File: config.mk
export PLATFORM = sky130hd
export DESIGN_NAME = tsw_exp
export DESIGN_NICKNAME = d
export VERILOG_FILES = /design/src/hw/rtl/tsw_pkg.sv /design/src/hw/rtl/tsw_exp.sv
export SDC_FILE = /design/constraint.sdc
export NUM_CORES = 2
export LEC_CHECK = 0
export BUFFER_PORTS_ARGS = -buffer_cell sky130_fd_sc_hd__buf_2
export CORE_MARGIN = 2
export CORE_UTILIZATION = 57
export CTS_BUF_LIST = sky130_fd_sc_hd__clkbuf_2 sky130_fd_sc_hd__clkbuf_4 sky130_fd_sc_hd__clkbuf_8
export DETAILED_ROUTE_END_ITERATION = 8
export GPL_TIMING_DRIVEN = 0
export PLACE_DENSITY_LB_ADDON = 0.05
export SYNTH_ARGS = -nofsm -noshare
export SYNTH_HDL_FRONTEND = slang
export SYNTH_SLANG_ARGS = --single-unit
File: constraint.sdc
create_clock -name clock -period 18.7 [get_ports clock]
set_input_delay 3.74 -clock clock [delete_from_list [all_inputs] [get_ports clock]]
set_output_delay 3.74 -clock clock [all_outputs]
set_load 0.02 [all_outputs]
File: src/hw/rtl/tsw_pkg.sv
// Shared types and constants for the temperature softmax weights core.
// Holds the divider and exponent unit transaction structs and the root table.
// No dependencies.
`timescale 1ns / 1ps

package tsw_pkg;

   // Minimum temperature in Q16.16, about 1e-4.
   localparam logic [30:0] TEMP_MIN = 31'd7;
   // log2(e) in Q16.16.
   localparam logic [16:0] LOG2E_Q16 = 17'd94548;
   localparam int FRAC_BITS = 16;
   // Weight of 1.0 in Q1.16.
   localparam int ONE_Q16 = 65536;
   // Divider operand widths and the exponent result width.
   localparam int NUM_W = 49;
   localparam int DEN_W = 31;
   localparam int EXP_W = 17;

   typedef logic [FRAC_BITS:0][31:0] root_table_type;

   typedef struct packed {
      logic             start;
      logic [NUM_W-1:0] numer;
      logic [DEN_W-1:0] denom;
   } div_req_type;

   typedef struct packed {
      logic             done;
      logic [NUM_W-1:0] quo;
   } div_rsp_type;

   typedef struct packed {
      logic             start;
      logic [NUM_W-1:0] x;
   } exp_req_type;

   typedef struct packed {
      logic             done;
      logic [EXP_W-1:0] e;
   } exp_rsp_type;

   // Integer square root of a 64-bit value, evaluated at elaboration.
   function automatic logic [63:0] isqrt64(input logic [63:0] value);
      logic [63:0] n;
      logic [63:0] res;
      logic [63:0] bitv;
      n    = value;
      res  = 64'd0;
      bitv = 64'd1 << 62;
      for (int k = 0; k < 32; k++) begin
         if (n >= res + bitv) begin
            n   = n - (res + bitv);
            res = (res >> 1) + bitv;
         end else begin
            res = res >> 1;
         end
         bitv = bitv >> 2;
      end
      return res;
   endfunction

   // Entry i is 2^-(2^-i) in Q0.32, each the square root of the one before.
   function automatic root_table_type build_roots();
      root_table_type tbl;
      logic [63:0]    root;
      tbl[0] = 32'h8000_0000;
      for (int i = 1; i <= FRAC_BITS; i++) begin
         root   = isqrt64({tbl[i-1], 32'd0});
         tbl[i] = root[31:0];
      end
      return tbl;
   endfunction

endpackage

File: src/hw/rtl/tsw_exp.sv
// Exponent unit: turns a scaled score gap x into 2^-(x*log2 e) in Q1.16.
// Depends on tsw_pkg for the root table, constants and transaction structs.
`timescale 1ns / 1ps

module tsw_exp (
   input  logic                clock,
   input  logic                reset,
   input  tsw_pkg::exp_req_type req,
   output tsw_pkg::exp_rsp_type rsp
);
   import tsw_pkg::*;

   typedef enum logic [3:0] {
      E_IDLE = 4'b0001,
      E_MUL  = 4'b0010,
      E_ROOT = 4'b0100,
      E_FIN  = 4'b1000
   } exp_state_type;

   localparam root_table_type ROOTS = build_roots();

   exp_state_type    state_ff, state_in;
   logic [20:0]      x_ff;
   logic             big_ff;
   logic [21:0]      y_ff;
   logic             zero_ff;
   logic [32:0]      v_ff;
   logic [4:0]       step_ff, step_in;
   logic             done_ff;
   logic [EXP_W-1:0] e_ff;

   logic [37:0]      prod_y;
   logic [21:0]      y_full;
   logic [64:0]      prod_v;
   logic [64:0]      v_round;
   logic [4:0]       bit_sel;
   logic [4:0]       n_exp;
   logic [33:0]      rnd;
   logic [33:0]      e_wide;

   // Scale by log2(e) with rounding, then one root multiply per cycle.
   always_comb begin
      prod_y  = 38'(x_ff) * 38'(LOG2E_Q16);
      y_full  = 22'((prod_y + 38'(32768)) >> 16);
      prod_v  = 65'(v_ff) * 65'(ROOTS[step_ff]);
      v_round = (prod_v + (65'(1) << 31)) >> 32;
      bit_sel = 5'd16 - step_ff;
      n_exp   = y_ff[20:16];
      rnd     = 34'(1) << (n_exp + 5'd15);
      e_wide  = (34'(v_ff) + rnd) >> (6'(n_exp) + 6'd16);
   end

   // Sequencer. The step counter stays within the root table.
   always_comb begin
      state_in = state_ff;
      step_in  = step_ff;
      unique case (state_ff)
         E_IDLE: begin
            if (req.start) begin
               state_in = E_MUL;
            end
         end
         E_MUL: begin
            state_in = E_ROOT;
            step_in  = 5'd1;
         end
         E_ROOT: begin
            if (step_ff == 5'(FRAC_BITS)) begin
               state_in = E_FIN;
            end else begin
               step_in = step_ff + 5'd1;
            end
         end
         E_FIN: begin
            state_in = E_IDLE;
         end
         default: begin
            state_in = E_IDLE;
         end
      endcase
   end

   always_ff @(posedge clock) begin
      if (reset) begin
         state_ff <= E_IDLE;
         step_ff  <= 5'd1;
         done_ff  <= 1'b0;
      end else begin
         state_ff <= state_in;
         step_ff  <= step_in;
         done_ff  <= (state_ff == E_FIN);
      end
   end

   // Datapath registers.
   always_ff @(posedge clock) begin
      if (state_ff == E_IDLE && req.start) begin
         x_ff   <= req.x[20:0];
         big_ff <= |req.x[NUM_W-1:21];
      end
      if (state_ff == E_MUL) begin
         y_ff    <= y_full;
         zero_ff <= big_ff || (y_full > 22'(FRAC_BITS << FRAC_BITS));
         v_ff    <= 33'(1) << 32;
      end
      if (state_ff == E_ROOT && y_ff[bit_sel[3:0]]) begin
         v_ff <= v_round[32:0];
      end
      if (state_ff == E_FIN) begin
         e_ff <= zero_ff ? '0 : e_wide[EXP_W-1:0];
      end
   end

   assign rsp.done = done_ff;
   assign rsp.e    = e_ff;

endmodule

Word-level counts from Yosys, hierarchy flattened
Memory sizes are Yosys's and may differ from the RTL's. A register that Yosys moved wholly into a read port is not among the register bits. Cells that the tools add are included.

Flip-flop bits (word level): 104. ROM bits: 1024. Input bits: 52. Output and inout bits: 18. Memories: 1.

Memory list: (name not given) (words 32, bits a word 32, read ports 1, clocked after memory_dff 1, write ports 0, line tsw_exp.sv:45) `prod_v = 65'(v_ff) * 65'(ROOTS[step_ff]);`.

Add/sub/neg operators: 7. Multipliers: 2. Magnitude comparators: 3. Equality and inequality tests: 8. Shifts and indexed selects: 2. Mux-type cells: 12. Reduce and logical (&&, ||, !) cells: 8.

Operators by type and width (count): $mux W33 (2); $add A65 B32 Y65 const B (1); $mul A33 B32 Y65 (1); $add A38 B16 Y38 const B (1); $mul A21 B15 Y36 const B (1); $add A33 B34 Y34 (1); $shl A1 B5 Y34 const A (1); $shr A34 B6 Y17 (1); $mux W32 (1); $reduce_or A28 Y1 (1); $gt A22 B21 Y1 const B (1); $mux W5 (3); $pmux W4 S3 (1); $pmux W5 S2 (1); $mux W4 (2); $add A5 B5 Y6 const B (1); $lt A4 B6 Y1 const B (1); $lt A5 B6 Y1 const B (1); $ne A2 B2 Y1 const B (3); $add A5 B1 Y5 const B (1); $add A5 B4 Y5 const B (1); $eq A5 B5 Y1 const B (1); $bmux W1 S4 (1); $eq A4 B1 Y1 const B (1); 9 further kinds (12).

Logic depth before layout (Yosys ltp)
Word-level depth: 5. Gate-level depth with buffers: 30.

Least setup slack after synthesis
OpenSTA, ideal clock, no wires.

Path kind: reg-to-reg. Start: register v_ff[28]. End: register v_ff[20], data pin. Library setup time: 0.265 ns. Arrival: 7.736 ns. Data required time: 18.435 ns. Path slack: 10.698 ns. Cell stages (with the launch flop): 29. Buffers on the path: 1. Path through: edfxtp_1 > clkbuf_1 > nand2_1 > fa_1 > inv_1 > fa_1 > fa_1 > inv_1 > fa_1 > fa_1 > inv_1 > fa_1 > fa_1 > inv_1 > fa_1 > inv_1 > ha_1 > a21o_1 > a21o_1 > a21oi_1 > inv_1 > a2111oi_0 > o31ai_1 > a31oi_1 > o21bai_1 > a21oi_1 > o21ai_0 > nor4bb_1 > or3_1.

Longest elaborated chain between the ends: 3.

RTL lines: from (decl) (line tsw_exp.sv:27) `logic [32:0] v_ff;`; from (signal assigned) (line tsw_exp.sv:104) `v_ff <= 33'(1) << 32;`; from (signal assigned) (line tsw_exp.sv:107) `v_ff <= v_round[32:0];`; $mul A33 B32 Y65 (line tsw_exp.sv:45); $add A65 B32 Y65 (line tsw_exp.sv:46) `v_round = (prod_v + (65'(1) << 31)) >> 32;`; $mux W33 (line tsw_exp.sv:106) `if (state_ff == E_ROOT && y_ff[bit_sel[3:0]]) begin`.

Every way passes these cells. A chain may end at the register's enable or synchronous reset.

Worst setup path after layout
Start: register v_ff[21]. End: register v_ff[20], data pin.

The elaborated chain is that of the path after synthesis.

==> results.yml <==
status:
  status: "finished clean"
global_route:
  antenna_found_initial: 15
  overflow: 0
  grt_pass1_wl_mm: 240
  grt_max_degree: 24
  grt_use_total: 0.391
  grt_pass1_vias: 38000
worst_setup_path:
  cp_max_fo: 10
  path_class: "reg -> reg"
  cpMaxStageDelayCell: "clkbuf_1"
  max_stage_delay_ns: 1.02
  ff2ff_setup_slack_ns: 7.78
  end_kind: "flip-flop"
  cp-start-kind: "flip-flop"
  cp_data_arrival_time_ns: 11.19
  reg2reg_depth: 26
  crit-reg2reg-capture: "v_ff[20]"
  worstReg2RegStart: "v_ff[21]"
  cpMostUsedCell: "fa_1"
  cp.required_ns: 18.98
timing:
  fin_skew_ns: 0.0264
  worstMarginPinSlew_ns: 1.38
  hold_violations: 0
  rsz0062_at_grt: "no"
  final_max_slew_viol_count: 0
  setup_viol: 0
  fin_crit_sh: 0.584
  max_slew_margin: 0.0807
  period_minus_slack_ns: 10.92
  fmax_mhz: 91.6
  worst_slack_ns: 7.78
  tns_ns: 0
min_path:
  hold_path_startpoint: "big_ff"
  worstHoldEndpoint: "zero_ff"
  holdPathStages: 1
  min_path_type: "reg -> reg"
logic_synthesis:
  synth_cell_types: 86
  ys.flop_type: "edfxtp_1"
  ys_seq_elements: 135
  syn_inst: 5094
  synth-edff-count: 94
  syn_area_per_cell_sq_um: 9.18
  yosysSeqAreaShare: 0.0779
  synth_nets: 6658
  synth_warnings: 0
  syn-cell-area_sq_mm: 0.0468
  async_flop_share: 0
placement:
  dpl.hpwl_mm: 131
  place.gp.congestion: 1.05
  pre_cts_slack_ns: 8.15
  place_inst: 6239
  portBuffers: 69
floorplan:
  die_w_microns: 290
  die_h_microns: 290
  start_util: 0.572
  dieArea_sq_mm: 0.0844
  rows: 105
  core-area_sq_mm: 0.0817
  top_level_ports: 70
cells_and_area:
  fin_cells: 6275
  layout_common_cells: "inv_1, fa_1, nand2_1"
  drive_above_1_share: 0.0298
  syn2layout_area_growth_pct: 4.66
  final_common_cell: "inv_1"
  fin_nets: 6752
route:
  routed_wl_mm: 158
  routed_via_density: 5.77
  wl_per_cell_microns: 25.2
  drt_pass1_iterations: 6
  vias: 36200
  route.antenna.remaining_nets: 0
  drt_iter0_markers: 3259
  drc: 0
clock_network:
  cts.sinks: 135
  postCtsHoldBufs: 0
  cts_buffers: 17
  insertion_delay_ns: 0.53
  ctsResizeCount: 0
  clockBufferDepth: 2
  cts_root_buffer: "clkbuf_8"
  cts_setup_buffers: 0
  clkTransAtPathRegs_ns: 0.10
  cts_tree: "done"
  htreeDepth: 4
job:
  drv_cap: 0
stage by stage:
step	utilization	cell area [sq um]	hold WS [ns]
global route	0.599	48900	0.551
global placement	0.593	48500	0.502
floorplan	-	46800	0.470
finish	0.599	48900	0.528
CTS	0.599	48900	0.534
detailed placement	0.594	48500	0.511
layout make-up:
class	count	area [sq um]
Multi-Input combinational cell	3538	37800
Fill cell	7411	32800
Clock buffer	18	248
Clock inverter	14	155
Sequential cell	135	3640
Inverter	1174	4410
Timing Repair Buffer	75	407
Antenna cell	4	10.0
Buffer	247	933
Tap cell	1070	1340
cells in the mapped netlist (all sizes together), types with 7 or more instances:
master  instances  area (sq um)
nand4          21           131
a21oi         104           524
nand3          41           218
inv          1174          4410
o31a            9          78.8
ha            488          6110
nand2b         14          87.6
a31oi          15           100
o31ai          12          95.1
clkbuf        236           886
fa           1024         20500
and4           12           105
a221oi          8          70.1
and2          420          2630
a211oi         13          97.6
o21bai         13           101
nor2          130           488
nand2         714          2680
buf            11          47.6
o211ai         15           126
nor2b          17           106
xnor2          51           447
xor2           39           349
nor4           19           138
nand3b          9          67.6
or2             7          43.8
or3            10          62.6
nor3           43           215
o21ai          79           395
a21o           60           450
nor3b           9          67.6
and3           15          93.8
a21boi          8          60.1
mux2i          16           160
o21a           16           120
edfxtp         94          2820
dfxtp          41           821
critical path, delay by kind of cell, from the launching register on:
family / cells / cell delay [ns]
fa+ha+maj: 9 / 4.59
compound gates: 10 / 3.47
buf+inv: 4 / 1.27
flops: 1 / 0.69
simple gates: 3 / 0.65
logic make-up after synthesis:
group / count (synthesis) / share of synthesized area
adders and majority gates: 1512 / 0.569
xor gates and xnor gates: 90 / 0.0170
muxes: 27 / 0.00728
and+or+nand+nor: 1503 / 0.157
DFF: 135 / 0.0779
AOI/OAI and AO/OA: 406 / 0.0577
buffers and inverters: 1421 / 0.114
worst max path at each step:
stage	cells after the start	endpoint	from
floorplan	28	v_ff[20]	v_ff[28]
detailed placement	26	v_ff[20]	v_ff[21]
finish	26	v_ff[20]	v_ff[21]
global placement	27	v_ff[20]	v_ff[11]
CTS	26	v_ff[20]	v_ff[21]
global route	26	v_ff[20]	v_ff[21]
metal layers:
layer / up-vias / global-route usage / wire [microns]
li1: 15600 / - / -
met1: 18400 / 0.531 / 63900
met2: 1760 / 0.600 / 68700
met3: 412 / 0.0860 / 15900
met4: 16 / 0.185 / 9570
met5: - / 0 / 108
Power is not shown: default switching activity piles up to over one toggle a cycle in this logic, so the estimate is an artifact.
