**config.mk**
```make
export PLATFORM = sky130hd
export DESIGN_NAME = tsw_div
export DESIGN_NICKNAME = d
export VERILOG_FILES = /design/src/hw/rtl/tsw_pkg.sv /design/src/hw/rtl/tsw_div.sv
export SDC_FILE = /design/constraint.sdc
export NUM_CORES = 1
export LEC_CHECK = 0
export ABC_AREA = 1
export BUFFER_PORTS_ARGS = -buffer_cell sky130_fd_sc_hd__buf_4
export CORE_AREA = 2 2 122 135
export CTS_BUF_LIST = sky130_fd_sc_hd__clkbuf_8
export CTS_CLUSTER_DIAMETER = 80
export CTS_CLUSTER_SIZE = 14
export DETAILED_ROUTE_END_ITERATION = 12
export DIE_AREA = 0 0 124 137
export MAX_ROUTING_LAYER = met4
export PLACE_DENSITY = 0.71
export SKIP_LAST_GASP = 1
export SLEW_MARGIN = 20
export SYNTH_ARGS = -nofsm -noshare
export SYNTH_HDL_FRONTEND = slang
export SYNTH_SLANG_ARGS = --single-unit
```
**constraint.sdc**
```tcl
create_clock -name clock -period 3.79 [get_ports clock]
set_input_delay 0.5685 -clock clock [delete_from_list [all_inputs] [get_ports clock]]
set_output_delay 0.5685 -clock clock [all_outputs]
set_load 0.01 [all_outputs]
```
**src/hw/rtl/tsw_pkg.sv**
```systemverilog
// Shared types and constants for the temperature softmax weights core.
// Holds the divider and exponent unit transaction structs and the root table.
// No dependencies.
`timescale 1ns / 1ps

package tsw_pkg;

   // Minimum temperature in Q16.16, about 1e-4.
   localparam logic [30:0] TEMP_MIN = 31'd7;
   // log2(e) in Q16.16.
   localparam logic [16:0] LOG2E_Q16 = 17'd94548;
   localparam int FRAC_BITS = 16;
   // Weight of 1.0 in Q1.16.
   localparam int ONE_Q16 = 65536;
   // Divider operand widths and the exponent result width.
   localparam int NUM_W = 49;
   localparam int DEN_W = 31;
   localparam int EXP_W = 17;

   typedef logic [FRAC_BITS:0][31:0] root_table_type;

   typedef struct packed {
      logic             start;
      logic [NUM_W-1:0] numer;
      logic [DEN_W-1:0] denom;
   } div_req_type;

   typedef struct packed {
      logic             done;
      logic [NUM_W-1:0] quo;
   } div_rsp_type;

   typedef struct packed {
      logic             start;
      logic [NUM_W-1:0] x;
   } exp_req_type;

   typedef struct packed {
      logic             done;
      logic [EXP_W-1:0] e;
   } exp_rsp_type;

   // Integer square root of a 64-bit value, evaluated at elaboration.
   function automatic logic [63:0] isqrt64(input logic [63:0] value);
      logic [63:0] n;
      logic [63:0] res;
      logic [63:0] bitv;
      n    = value;
      res  = 64'd0;
      bitv = 64'd1 << 62;
      for (int k = 0; k < 32; k++) begin
         if (n >= res + bitv) begin
            n   = n - (res + bitv);
            res = (res >> 1) + bitv;
         end else begin
            res = res >> 1;
         end
         bitv = bitv >> 2;
      end
      return res;
   endfunction

   // Entry i is 2^-(2^-i) in Q0.32, each the square root of the one before.
   function automatic root_table_type build_roots();
      root_table_type tbl;
      logic [63:0]    root;
      tbl[0] = 32'h8000_0000;
      for (int i = 1; i <= FRAC_BITS; i++) begin
         root   = isqrt64({tbl[i-1], 32'd0});
         tbl[i] = root[31:0];
      end
      return tbl;
   endfunction

endpackage

```
**src/hw/rtl/tsw_div.sv**
```systemverilog
// Restoring radix-2 divider, one quotient bit per cycle.
// Depends on tsw_pkg for the operand widths and transaction structs.
`timescale 1ns / 1ps

module tsw_div (
   input  logic                clock,
   input  logic                reset,
   input  tsw_pkg::div_req_type req,
   output tsw_pkg::div_rsp_type rsp
);
   import tsw_pkg::*;

   localparam int CNT_W = $clog2(NUM_W + 1);

   logic [NUM_W-1:0] qn_ff, qn_in;
   logic [DEN_W-1:0] rem_ff, rem_in;
   logic [DEN_W-1:0] den_ff;
   logic [CNT_W-1:0] cnt_ff, cnt_in;
   logic             busy_ff, busy_in;
   logic             done_ff, done_in;
   logic [DEN_W:0]   trial;
   logic             qbit;

   // Shift in the next numerator bit and try to subtract the divisor.
   always_comb begin
      trial  = {rem_ff, qn_ff[NUM_W-1]};
      qbit   = (trial >= {1'b0, den_ff});
      qn_in  = {qn_ff[NUM_W-2:0], qbit};
      rem_in = qbit ? DEN_W'(trial - {1'b0, den_ff}) : trial[DEN_W-1:0];
   end

   // Iteration control.
   always_comb begin
      busy_in = busy_ff;
      done_in = 1'b0;
      cnt_in  = cnt_ff;
      if (busy_ff) begin
         cnt_in = cnt_ff + CNT_W'(1);
         if (cnt_ff == CNT_W'(NUM_W - 1)) begin
            busy_in = 1'b0;
            done_in = 1'b1;
         end
      end else if (req.start) begin
         busy_in = 1'b1;
         cnt_in  = '0;
      end
   end

   always_ff @(posedge clock) begin
      if (reset) begin
         busy_ff <= 1'b0;
         done_ff <= 1'b0;
         cnt_ff  <= '0;
      end else begin
         busy_ff <= busy_in;
         done_ff <= done_in;
         cnt_ff  <= cnt_in;
      end
   end

   // Datapath registers.
   always_ff @(posedge clock) begin
      if (!busy_ff && req.start) begin
         qn_ff  <= req.numer;
         rem_ff <= '0;
         den_ff <= req.denom;
      end else if (busy_ff) begin
         qn_ff  <= qn_in;
         rem_ff <= rem_in;
      end
   end

   assign rsp.done = done_ff;
   assign rsp.quo  = qn_ff;

endmodule

```
Word level (Yosys, flattened, before mapping):

Index checks and enable logic that the tools add are counted.

* register bits after elaboration: 119

* add/subtract/negate cells: 2
* order comparisons: 1
* equal/unequal tests: 1
* multiplexer cells: 9
* bitwise logic cells: 1
* reductions and logical operators: 5

Operators by type and width (count)
* $mux 49: 2
* $ge 32x31->1: 1
* $mux 31: 1
* $sub 31x31->31: 1
* $mux 6: 2
* $add 6x1->6 const B: 1
* $eq 6x6->1 const B: 1
* $mux 1: 4
* $reduce_bool 2->1: 2
* $reduce_or 2->1: 1
* $logic_and 1x1->1: 1
* $logic_not 1->1: 1
* $not 1->1: 1

Logic depth before layout (Yosys ltp):

* depth after elaboration: 3
* mapped depth: 17
* depth with buffers taken out: 16

Worst setup path before layout:

OpenSTA, ideal clock, no wires.

* path type: in2reg
* from: input req[80] (netlist bit)
* to: register qn_ff[0], enable pin
* library setup time: 0.433 ns
* arrival time: 2.286 ns
* required time: 3.357 ns
* path slack: 1.070 ns
* cell stages on the path: 3
* path buffers: 1
* path through: nor2_1 -> inv_1 -> clkbuf_1

* cells in the longest elaborated chain, start to end: 2

Ends and longest elaborated chain
* from (decl): line tsw_div.sv:8 `input tsw_pkg::div_req_type req,`
* $logic_and 1x1->1: line tsw_div.sv:63 `if (!busy_ff && req.start) begin`
* $reduce_bool 2->1 (no line)
* to (signal assigned): line tsw_div.sv:64 `qn_ff <= req.numer;`
* to (signal assigned): line tsw_div.sv:68 `qn_ff <= qn_in;`
* to (decl): line tsw_div.sv:15 `logic [NUM_W-1:0] qn_ff, qn_in;`

No other way between the ends.
A chain may end at the register's enable or synchronous reset.

Worst setup path in the final report:

* from: register qn_ff[48]
* to: register rem_ff[20]

* cells in the longest elaborated chain, start to end: 2

Ends and longest elaborated chain
* $sub 31x31->31 / $ge 32x31->1 (equally long branches): line tsw_div.sv:29, tsw_div.sv:27
* $mux 31 (*): line tsw_div.sv:29 `rem_in = qbit ? DEN_W'(trial - {1'b0, den_ff}) : trial[DEN_W-1:0];`
* to (signal assigned): line tsw_div.sv:69 `rem_ff <= rem_in;`
* to (decl): line tsw_div.sv:16 `logic [DEN_W-1:0] rem_ff, rem_in;`

Every way passes the cells marked *; elsewhere a longest branch is shown, timed or not.

==> run_results.csv <==
group,metric,value,unit
cells_and_area,nets,1303,
worst_hold_path,hold_depth,1,
yosys,yosys.area.top_type,"edfxtp_1",
setup_path,r2r_end,"rem_ff[20]",
yosys,synth_cells,1055,
clock_tree,hold_buffers,0,
worst_hold_path,min_path_type,"input port to register",
global_routing,grt_pass1_wl,31.2,mm
timing,relSlewSlack,52.1,%
cells_and_area,finalNonFillerCells,1398,
power_and_ir_drop,cellLeakagePower,0.00491,uW
routing,routed_wl,18.9,mm
setup_path,crit_fanout,34,
yosys,seq_area_frac_synth,41.5,%
flow_run,drv_cap,0,
timing,max_slew.worst_pin.slew,0.717,ns
yosys,synth_top_family_by_area,"simple AND/OR/NAND/NOR gates",
timing,fin_skew,0.0143,ns
global_routing,groute.usage.overall,24.6,%
yosys,synthAdderAreaFrac,5.65,%
worst_hold_path,hold_path_end,"den_ff[10]",
yosys,synthDistinctLibCells,47,
routing,final_antenna_net_count,0,
cells_and_area,drive_gt1_share,18.5,%
die,die_y,137,um
yosys,ys_seq_elements,119,
placement,place_congestion,0.973,
cells_and_area,fin_area,0.00919,mm^2
clock_tree,clock_path_buffers,2,
setup_path,cp-startpoint,"qn_ff[48]",
timing,setup_viol,0,
clock_tree,post_cts.repair.setup_buffers,0,
timing,fmax,386,MHz
die,coreArea,0.0156,mm^2
routing,route.detailed.drc,0,
clock_tree,htree_levels,4,
global_routing,antenna_found_initial,0,
yosys,synth.avg_cell_area,7.27,um^2
placement,dp.cells,1367,
setup_path,critical_path_class,"register to register",
clock_tree,cts_inserted_buffers,17,
setup_path,reg2reg_from,"qn_ff[48]",
clock_tree,clk_pin_slew,0.08,ns
setup_path,reg2reg_depth,15,
placement,io_buffers,132,
setup_path,cp.arrival,2.94,ns
yosys,synth_xor_area_share,1.60,%
yosys,synth_compound_area_share,3.35,%
setup_path,r2r_slack,1.20,ns
cells_and_area,area_delta_synth_final,19.9,%
setup_path,worstPathRequired,4.14,ns
power_and_ir_drop,p_per_area,596,mW/mm^2
global_routing,first_global_vias,6547,
die,dieArea,0.0170,mm^2
timing,finalCriticalPeriod,2.59,ns
setup_path,end_kind,"register",
yosys,yosysWarnings,0,
die,start_util,49.1,%
clock_tree,cts_root_buf,"clkbuf_8",
cells_and_area,antennaDiodeCount,0,
yosys,syn_nets,1172,
power_and_ir_drop,vdd_ir_drop_max,273,uV
routing,first_pass_iters,6,
status,status,"completed",
global_routing,grt_max_degree,54,
clock_tree,cts_resized,0,
yosys,synth.area.mux_share,0,%
cells_and_area,nFillCells,1493,
setup_path,startpoint_type,"register",
yosys,synthSimpleGateAreaFrac,36.1,%
routing,num_vias,6785,
yosys,syn_area,0.00767,mm^2
die,die_width,124,um
clock_tree,clock_latency,0.46,ns
timing,rsz0062_at_grt,"no",
clock_tree,numClockSinks,119,
timing,timing.final.crit_share,68.4,%
timing,setup_tns,0,ns
timing,drv_slew,0,
routing,wire_per_inst,13.5,um
yosys,synth_top_flop_cell,"edfxtp_1",
routing,drt_iter0_drc,367,
timing,hold_violations,0,
placement,placed_cell_area,0.00878,mm^2
die,pin_count,133,
yosys,synth_area_leaders,"edfxtp_1 31%, nand2_1 22%, dfxtp_1 10%",
routing,drt-vias-per-instance,4.85,
yosys,synth_top_area_share,31.3,%
die,rows,48,
yosys,synth_edf_count,80,
placement,dp_hpwl,14.1,mm
global_routing,grt_overflow,0,
yosys,ys_async_sr_fraction,0,%
worst_hold_path,holdCritStartpoint,"req[10]",
clock_tree,tritoncts,"yes",
==> worst max-delay path: stages, from the launching register on <==
cell,delay (ns)
edfxtp_1,0.35
inv_1,0.06
ha_1,0.22
fa_1,0.41
inv_1,0.11
nand2_1,0.05
nand2_1,0.08
nand3_2,0.08
nand2_4,0.10
nand2_2,0.06
nand3_2,0.07
nand2_4,0.28
nand2_8,0.35
nand2_1,0.11
nand3_1,0.07
nand2_1,0.05
==> sequential cells by signal, indices dropped and copies added (netlist names) <==
register,cells
qn_ff,49
den_ff,31
rem_ff,31
cnt_ff,6
busy_ff,1
done_ff,1
==> layout make-up <==
| cell class | instances | area, um^2 | area share, % |
|---|---|---|---|
| multi-input combinational | 718 | 3580 | 39.0 |
| tap | 200 | 250 | 2.72 |
| sequential | 119 | 3180 | 34.6 |
| clock inverter | 14 | 183 | 1.99 |
| clock buffer | 17 | 234 | 2.55 |
| timing repair buffer | 139 | 1040 | 11.4 |
| inverter | 191 | 717 | 7.80 |
==> cells by family after synthesis <==
group | count (synthesis)
adders and majority gates | 34
and+or+nand+nor | 628
DFF | 119
xor gates and xnor gates | 14
AOI/OAI and AO/OA | 42
buffers and inverters | 218
==> power breakdown <==
group	leakage, uW	switching, uW	total (uW)	internal, uW
clock network	0.000206	557	1260	706
logic	0.00359	1520	2450	929
registers	0.00112	139	1770	1630
total	0.00491	2220	5480	3260
==> per-stage QoR <==
step                total power [uW]  hold slack, ns  util (%)  setup slack [ns]
floorplan                       3700           0.444         -              1.07
global placement                4210           0.458      56.2              1.30
detailed placement              4230           0.461      56.2              1.21
CTS                             5520           0.253      58.9              1.17
global route                    5910           0.260      58.9             0.954
finish                          5480           0.282      58.9              1.20
==> layer usage <==
metal | global-route usage [%] | routed length (um)
met3 | 7.08 | 1300
met2 | 38.9 | 8770
met1 | 29.9 | 8390
met4 | 8.86 | 476
met5 | - | 0
==> how the worst max path moves through the flow <==
stage | endpoint | slack [ns] | cells past startpoint
after floorplan | qn_ff[0] | 1.07 | 3
after global placement | rem_ff[22] | 1.30 | 15
after detailed placement | rem_ff[20] | 1.21 | 15
after CTS | rem_ff[20] | 1.17 | 15
after global routing | rem_ff[25] | 0.95 | 15
final | rem_ff[20] | 1.20 | 15
==> synth_stat cells, types with 6 or more instances <==
master	count
nand2_1	447
inv_1	181
edfxtp_1	80
nand3_1	64
dfxtp_1	39
nor2_1	38
ha_1	33
nand2_2	20
a21oi_1	17
nand3b_1	15
nand3_2	14
clkbuf_1	13
o21ai_1	11
xnor2_1	10
nand4_1	6
==> layout by cell type (no fill, tap or decap), types with 2 or more instances in the layout <==
master / netlist / layout
nor2_1: 38 / 38
inv_2: 5 / 6
buf_4: 2 / 139
nand2_2: 20 / 20
and2_1: 4 / 4
nand2_1: 447 / 447
o21ai_1: 11 / 11
clkinv_4: 0 / 3
a22oi_1: 2 / 2
a21oi_1: 17 / 17
nand4_1: 6 / 6
xnor2_1: 10 / 10
bufinv_16: 0 / 4
xor2_1: 4 / 4
nand2_4: 2 / 2
nor2_2: 3 / 3
inv_1: 181 / 180
nand3_2: 14 / 14
nor2_4: 4 / 4
nor3_1: 3 / 3
dfxtp_1: 39 / 39
nand3b_1: 15 / 15
ha_1: 33 / 33
a21oi_2: 2 / 2
clkinv_1: 5 / 9
nand3_1: 64 / 64
nor4_1: 3 / 3
clkbuf_8: 0 / 17
edfxtp_1: 80 / 80
No activity file was read; power rests on OpenSTA's default activity.
