$ cat config.mk
export PLATFORM = sky130hd
export DESIGN_NAME = tsw_ram
export DESIGN_NICKNAME = d
export VERILOG_FILES = /design/src/hw/rtl/tsw_ram.sv
export SDC_FILE = /design/constraint.sdc
export NUM_CORES = 1
export LEC_CHECK = 0
export BUFFER_PORTS_ARGS = -buffer_cell sky130_fd_sc_hd__buf_4
export CAP_MARGIN = 20
export CORE_ASPECT_RATIO = 2
export CORE_UTILIZATION = 58
export CTS_CLUSTER_SIZE = 30
export DETAILED_ROUTE_END_ITERATION = 10
export PLACE_DENSITY_LB_ADDON = 0.12
export SLEW_MARGIN = 10
export SYNTH_ARGS = -nofsm -noshare
export SYNTH_HDL_FRONTEND = slang
export SYNTH_SLANG_ARGS = --single-unit
$ cat constraint.sdc
create_clock -name clock -period 6.5 [get_ports clock]
set_clock_uncertainty 0.2 [all_clocks]
set_input_delay 0.975 -clock clock [delete_from_list [all_inputs] [get_ports clock]]
set_output_delay 0.975 -clock clock [all_outputs]
set_load 0.03 [all_outputs]
$ cat src/hw/rtl/tsw_ram.sv
// Generic single-write, single-read synchronous RAM with registered read data.
// No dependencies.
`timescale 1ns / 1ps

module tsw_ram #(
   parameter int WIDTH  = 32,
   parameter int DEPTH  = 32,
   parameter int ADDR_W = (DEPTH > 1) ? $clog2(DEPTH) : 1
) (
   input  logic              clock,
   input  logic              wr_en,
   input  logic [ADDR_W-1:0] wr_addr,
   input  logic [WIDTH-1:0]  wr_data,
   input  logic [ADDR_W-1:0] rd_addr,
   output logic [WIDTH-1:0]  rd_data
);

   logic [WIDTH-1:0] mem_ff [DEPTH];
   logic [WIDTH-1:0] rd_data_ff;

   // Write port and registered read port.
   always_ff @(posedge clock) begin
      if (wr_en) begin
         mem_ff[wr_addr] <= wr_data;
      end
      rd_data_ff <= mem_ff[rd_addr];
   end

   assign rd_data = rd_data_ff;

endmodule

# ---- After elaboration in Yosys (flattened, before gate mapping)
# Memories as Yosys holds them, arrays and structs flattened. A register that Yosys moved wholly into a read port is not among the register bits.
# Index checks and enable logic that the tools add are counted.
dict set report word_totals {
  elab_cells 3
  romBits 0
  mem_count 1
  ff_bits 0
  latchBits 0
  mem_bits_rw 1024
  output_inout_bits 32
}
# memory depth width read_ports rd_ports_with_merged_regs wr line
set memory_table {}
lappend memory_table {mem_ff 32 32 1 1 1 18} ;# logic [WIDTH-1:0] mem_ff [DEPTH];
dict set report classes {
  bitwise 0
  n_addsub 0
  div_mod_pow 0
  order_cmp 0
  n_reduce_logical 0
  muxes 2
  eq_ne 0
  shift 0
  multipliers 0
}
# op n
set ops {}
lappend ops {{1-bit 2-to-1 mux} 2}

# ---- Longest topological paths before layout
# Gate-level depths: netlist of run 1.
dict set report logic_depth {
  word_depth 2
  depth_mapped 8
  mapped_depth_nobuf 5
}

# ---- Worst setup path after synthesis of run 1
# OpenSTA, ideal clock, no wires.
dict set report synth_path {
  path_type {input -> register}
  from {input port wr_addr[1]}
  to {memory mem_ff[12][0] (enable)}
  setup_time_ps 421
  arrival_time_ps 2988
  stages 3
  setup_slack_ps 2891
  cell_sequence {or3b_2 > clkbuf_1 > nor2_1}
}
# element line
set synth_rtl {}
lappend synth_rtl {{start: declaration} 12} ;# input logic [ADDR_W-1:0] wr_addr,
lappend synth_rtl {{end: declaration} 18}
# Straight into the memory's write port.

# ---- Worst setup path in the final report of run 1
dict set report layout_path {
  from {input port wr_en}
  to {memory mem_ff[27][5] (enable)}
}
dict set report layout_via {
  elab_chain_cells 2
}
# element line
set layout_lines {}
lappend layout_lines {{start: declaration} 11} ;# input logic wr_en,
lappend layout_lines {{1-bit 2-to-1 mux} 23} ;# if (wr_en) begin
lappend layout_lines {{1-bit 2-to-1 mux (not written as such)} 24} ;# mem_ff[wr_addr] <= wr_data;
# No other way between the ends.

==> summary.md, run 1 <==
| Metric | Value |
|---|---|
| Status | complete, no violations |
| CP dominant cell by count | buf_4 |
| Area post-placement | 0.0422 mm^2 |
| Setup TNS | 0 ps |
| Global Route met1 Usage | 0.352 |
| Critical path endpoint category | flip-flop |
| Complex-gate fraction of the synthesized area | 0.0485 |
| Number of synthesized flops with an enable pin | 1024 |
| Max-cap violations | 0 |
| Postcts setup bufs | 0 |
| Average cell area after synthesis | 17.9 um^2 |
| Synth Area in Adders | 0 |
| Die ar. | 0.0709 mm^2 |
| DRT antenna net count | 0 |
| PortBufs | 75 |
| Initial DRT Pass Iterations | 5 |
| Post-Syn Instances | 2260 |
| GR Util met3 | 0.0419 |
| Area delta synth->final | 11.7% |
| Sw Share | 0.211 |
| Worst EP required | 6630 ps |
| CTS Buf Count | 87 |
| CP cell instances | buf_4, nand3_1, nor2_4, buf_4 |
| Slew Limit Fails | 0 |
| CP max stage delay | 1160 ps |
| Fmax | 310 MHz |
| CTS root buffer | clkbuf_16 |
| HP Start | mem_ff[16][21]$_DFFE_PP_ |
| Clock share of power | 0.398 |
| Largest family of logic cells by synthesized area | multiplexers |
| Hold EP | rd_data[21]$_DFF_P_ |
| Tcrit/Tclk final | 0.497 |
| CP Launch Type | primary input |
| Sequential share of power | 0.547 |
| I/O pins | 76 |
| FF-to-FF End | rd_data[2]$_DFF_P_ |
| Critical setup path kind | in -> reg |
| Synth Flop Type | edfxtp_1 |
| FFs w/ async S/R, synth | 0 |
| H-tree levels | 3 |
| P_sw | 2.93 mW |
| Post-Syn Nets | 2304 |
| CTS Hold Bufs | 0 |
| Grt total ovfl | 0 |
| Wirelength per Cell | 30.2 um |
| Combinational Power Share | 0.055 |
| Fraction of layout cells with a size suffix above 1 | 0.127 |
| DIE WIDTH | 189 um |
| Worst-path clk slew | 70 ps |
| Vias in the first global route | 21400 |
| Initial core utilization | 0.587 |
| Detailed Route Iter0 Violations | 1942 |
| Std cell rows | 136 |
| Synth Area in Simple Gates | 0.0310 |
| Seq/Total Area, Yosys | 0.775 |
| Final hold vios | 0 |
| Hold Path Class | reg -> reg |
| TritonCTS clock tree | yes |
| Clock Path Buffers | 3 |
| Via-to-Cell Ratio | 6.37 |
| Internal power | 11.0 mW |
| Die Span Y | 376 um |
| Setup slack, reg-to-reg | 4760 ps |
| Final WL | 100000 um |
| Total clock sinks | 1056 |
| Nets | 2391 |
| Pwr dens | 307 mW/mm^2 |
| Initial antenna violation count | 2 |
| Hold Path Depth | 4 |
| FF+latch count, synth | 1056 |
| GR Util met2 | 0.499 |
| Synth Warn # | 0 |
| Final setup viols | 0 |
| Global-route wire length before repair | 144000 um |
| Worst r2r src | mem_ff[25][2]$_DFFE_PP_ |
| RSZ-0062 raised after global routing | false |
| DP Wirelength | 53800 um |
| Maximum VDD drop | 238 uV |
| Worst slew margin | 0.230 |
| GRT Total Usage | 0.288 |
| DRC | 0 |
| Grt peak-use layer | met2 |
| Cells on worst reg2reg path | 4 |
| Critical-path top delay cell | nor2_4 |
| Core Area | 0.0689 mm^2 |
| Leakage power | 15.7 nW |
| CP max FO | 21 |
| Measured slew at the worst slew-check pin | 1150 ps |
| # fillers | 4685 |
| Critical Path AT | 3360 ps |
| Mux cell area share after synthesis | 0.127 |
| Routability cong. | 0.779 |
| Clk_lat worst skew | 670 ps |
| Design Area, Final | 0.0452 mm^2 |
| CTS resizes | 0 |
| Min Tclk post-route | 3230 ps |
| Largest net degree at the start of global routing | 129 |
| Cell area after synthesis | 0.0405 mm^2 |
| Post-synthesis xor/xnor area fraction | 0 |
| Synth cell types | 25 |
| Routed vias | 21100 |
==> cell type report <==
cell class	count	area, um^2	area share
sequential	1056	31400	0.694
multi-input combinational	1077	8610	0.190
clock buffer	114	2460	0.0545
tap	897	1120	0.0248
timing repair buffer	125	1080	0.0238
clock inverter	47	557	0.0123
antenna	1	2.50	0.0000553
==> power by group through the flow <==
| stage | clock, mW | sequential (mW) | combinational (mW) |
|---|---|---|---|
| 6_report | 5.53 | 7.60 | 0.771 |
| 5_1_grt | 5.83 | 7.61 | 0.813 |
| 4_1_cts | 5.58 | 7.60 | 0.773 |
| 3_5_place_dp | 0 | 7.75 | 0.771 |
| 3_3_place_gp | 0 | 7.75 | 0.758 |
| 2_1_floorplan | 0 | 7.79 | 0.391 |
==> routing by layer <==
metal	part of all wire	vias to the layer above
met5	0.00016	-
met4	0.049	2
li1	-	9134
met1	0.36	10900
met3	0.062	219
met2	0.52	893
==> how the worst max path moves through the flow <==
| stage | startpoint | endpoint | slack (ps) |
|---|---|---|---|
| floorplan | wr_addr[1] | mem_ff[12][0]$_DFFE_PP_ | 2890 |
| global placement | wr_en | mem_ff[27][0]$_DFFE_PP_ | 2610 |
| detailed placement | wr_en | mem_ff[27][0]$_DFFE_PP_ | 2620 |
| CTS | wr_en | mem_ff[27][5]$_DFFE_PP_ | 3320 |
| global route | wr_en | mem_ff[27][4]$_DFFE_PP_ | 3270 |
| finish | wr_en | mem_ff[27][5]$_DFFE_PP_ | 3270 |
==> logic make-up after synthesis <==
family                 count (synthesis)
muxes                                512
DFF                                 1056
and+or+nand+nor                      277
AOI/OAI and AO/OA                    288
buffers and inverters                127
==> Yosys cell counts, types with 3 or more instances <==
| cell type | number | area (um^2) |
|---|---|---|
| a21oi_1 | 96 | 480 |
| a22o_1 | 64 | 561 |
| a22oi_1 | 96 | 721 |
| a31oi_1 | 32 | 200 |
| buf_1 | 5 | 18.8 |
| buf_2 | 26 | 130 |
| buf_4 | 33 | 248 |
| buf_6 | 15 | 169 |
| clkbuf_1 | 46 | 173 |
| dfxtp_1 | 32 | 641 |
| edfxtp_1 | 1024 | 30700 |
| mux2i_1 | 512 | 5120 |
| nand2_1 | 98 | 368 |
| nand3_1 | 98 | 490 |
| nand3b_1 | 5 | 37.5 |
| nor2_1 | 34 | 128 |
| nor3_1 | 32 | 160 |
| or3b_2 | 3 | 26.3 |
==> placed cells by master, fill, tap and decap left out, types with 2 or more instances in the layout <==
cell        instances
nand2_1            97
nand3_1            98
clkbuf_8           10
buf_12              9
a22oi_1            96
a31oi_1            32
bufinv_16          12
a21oi_1            96
or3b_2              3
dfxtp_1            32
mux2i_1           512
nand3b_1            5
nand2b_2            2
clkbuf_16          91
nor2_4             33
buf_4             114
clkinv_4            3
edfxtp_1         1024
inv_6               3
nor3_1             32
clkinv_1            9
clkinvlp_4          4
clkbuf_1           13
clkinv_2           16
a22o_1             64
==> state kept, by name (all words and copies together), names as in the netlist <==
name     cells
mem_ff    1024
rd_data     32
==> metrics by stage <==
step | hold slack (ps) | std cells | utilization | power (mW) | worst slack (ps)
2_1_floorplan | 353 | 2260 | - | 8.18 | 2890
3_3_place_gp | 382 | 3154 | 0.612 | 8.51 | 2610
3_5_place_dp | 383 | 3154 | 0.612 | 8.52 | 2620
4_1_cts | 400 | 3315 | 0.656 | 14.0 | 3320
5_1_grt | 418 | 3316 | 0.656 | 14.2 | 3270
6_report | 400 | 3317 | 0.656 | 13.9 | 3270
==> worst max-delay path, delay by kind of cell <==
family                 cells  cell delay (ps)
and+or+nand+nor            2             1800
buffers and inverters      2              550
Power figures use the tool's default switching activity.
==> inputs of run 2 (changes only) <==
Settings changed: CORE_UTILIZATION 58 to 56.
Clock period 6.5 ns to 2.94 ns, I/O delays scaled along.
==> run 2 against run 1 <==
- final area grew 2.2%
- global-route usage shrank 1.3 points
- die area grew 3.5%
- utilization shrank 1.1 points
- combinational power grew 130%
- sequential power grew 120%
==> summary.md, run 2 (same netlist as run 1, synthesis figures left out) <==
| Metric | Value |
|---|---|
| Via-to-Cell Ratio | 6.17 |
| Hold Path Depth | 6 |
| CP cell instances | buf_4 |
| Clock Path Buffers | 3 |
| Critical-path top delay cell | dfxtp_1 |
| Maximum VDD drop | 445 uV |
| Finished Layout Cells | 3416 |
| I/O pins | 76 |
| Max FFs per register | 1024 |
| Worst EP required | 2300 ps |
| Clock share of power | 0.386 |
| Biggest register | mem_ff |
| Nets | 2469 |
| Initial DRT Pass Iterations | 5 |
| DRT antenna net count | 0 |
| HP Start | rd_addr[2] |
| Critical setup path kind | reg -> out |
| CP Launch Type | flip-flop |
| Final setup viols | 0 |
| CP Buf/Inv Count | 1 |
| Sequential share of power | 0.556 |
| P_sw | 6.35 mW |
| Design Area, Final | 0.0462 mm^2 |
| Cells on worst reg2reg path | 5 |
| Pwr dens | 655 mW/mm^2 |
| Power Total | 30.2 mW |
| TritonCTS clock tree | yes |
| Fraction of layout cells with a size suffix above 1 | 0.135 |
| Worst slew margin | 0.546 |
| Fmax | 492 MHz |
| Die ar. | 0.0734 mm^2 |
| Measured slew at the worst slew-check pin | 681 ps |
| Routability cong. | 0.773 |
| Inst Count DP | 3221 |
| Core Area | 0.0717 mm^2 |
| Area post-placement | 0.0430 mm^2 |
| Postcts setup bufs | 0 |
| Detailed Route Iter0 Violations | 1686 |
| GRT Total Usage | 0.274 |
| Status | complete, no violations |
| Hold Path Class | in -> reg |
| CP max FO | 1 |
| DRC | 0 |
| DP Wirelength | 53800 um |
| Area delta synth->final | 14.1% |
| H-tree levels | 3 |
| Leakage power | 16.1 nW |
| GR Util met3 | 0.0395 |
| Largest net degree at the start of global routing | 72 |
| CTS Buf Count | 86 |
| Min Tclk post-route | 2030 ps |
| Internal power | 23.9 mW |
| Setup TNS | 0 ps |
| CP max stage delay | 510 ps |
| Commonest non-fill, non-tap cell in the layout | edfxtp_1 |
| Clk_lat worst skew | 650 ps |
| Initial antenna violation count | 6 |
| Combinational Power Share | 0.058 |
| Worst r2r src | mem_ff[0][3]$_DFFE_PP_ |
| Max-cap violations | 0 |
| Tcrit/Tclk final | 0.691 |
| Routed vias | 21100 |
| Worst-path clk slew | 70 ps |
| Global-route wire length before repair | 141000 um |
| GR Util met2 | 0.501 |
| Slew Limit Fails | 0 |
| Commonest non-fill, non-tap cells in the layout | edfxtp_1, mux2i_1, buf_4 |
| Grt total ovfl | 0 |
| PortBufs | 75 |
| Critical Path AT | 1390 ps |
| Vias in the first global route | 21600 |
| Die Span Y | 382 um |
| CTS root buffer | clkbuf_16 |
| Initial core utilization | 0.565 |
| Final WL | 98600 um |
| Grt peak-use layer | met2 |
| Setup slack, reg-to-reg | 1390 ps |
| Util after Layout | 0.645 |
| Wirelength per Cell | 28.9 um |
| FF-to-FF End | rd_data[3]$_DFF_P_ |
| Global Route met1 Usage | 0.315 |
| DIE WIDTH | 192 um |
| Final hold vios | 0 |
| Critical path endpoint category | output pin |
| Std cell rows | 139 |
| Total clock sinks | 1056 |
| CP top delay family | flip-flops |
| Hold EP | rd_data[10]$_DFF_P_ |
| RSZ-0062 raised after global routing | false |
| Sw Share | 0.210 |
run 2: cell types whose count changed in the layout (fill, tap and decap cells not counted), moves of 2 or more:
cell           delta
buf_12           +37
clkinv_1          +2
dlygate4sd3_1    +32
clkinv_2          -7
diode_2           +2
buf_4            +11
clkbuf_1         +13
bufinv_16         -4
clkbuf_8          -2
clkinv_4          -2
run 2: area by class of cell:
class / instances / area, um^2
well taps: 916 / 1150
diodes: 3 / 7.51
repair buffers: 204 / 2190
clock inverters: 36 / 399
multi-input cells: 1077 / 8610
fillers: 4964 / 25400
flip-flops and latches: 1056 / 31400
clock buffers: 124 / 2460
run 2: what timing repair did:
item	4_1_cts	5_1_grt
endpoints found under the hold margin	977	0
hold buffers	32	0
resized for setup	0	0
run 2: metrics by stage:
stage / hold WS (ps) / worst slack, ps
detailed placement: 390 / 444
finish: 239 / 908
global route: 228 / 884
CTS: 189 / 840
floorplan: 340 / -135
global placement: 372 / 482
run 2: worst max-delay path by stage:
stage / startpoint / to / cells after the start
6_report: rd_data[7]$_DFF_P_ / rd_data[7] / 1
3_3_place_gp: rd_addr[1] / rd_data[0]$_DFF_P_ / 7
2_1_floorplan: wr_addr[1] / mem_ff[12][0]$_DFFE_PP_ / 3
4_1_cts: rd_data[7]$_DFF_P_ / rd_data[7] / 1
3_5_place_dp: rd_addr[0] / rd_data[15]$_DFF_P_ / 8
5_1_grt: rd_data[7]$_DFF_P_ / rd_data[7] / 1
run 2: metal layers:
metal	vias to the layer above	wire length [um]
met3	200	4830
li1	9299	-
met1	10900	35400
met5	-	34
met4	6	4060
met2	675	54200
run 2: worst reg2reg max path: stages (launching register included):
cell	delay (ps)
edfxtp_1	370
mux2i_1	140
a22o_1	170
nor3_1	60
a31oi_1	240
nand3_1	200
run 2: power groups by stage:
stage          Sequential (mW)  Clock (mW)  Combinational, mW
3_3_place_gp              17.1           0               1.70
6_report                  16.8        11.7               1.77
5_1_grt                   16.8        12.4               1.88
4_1_cts                   16.8        11.9               1.78
2_1_floorplan             17.2           0              0.865
3_5_place_dp              17.1           0               1.73
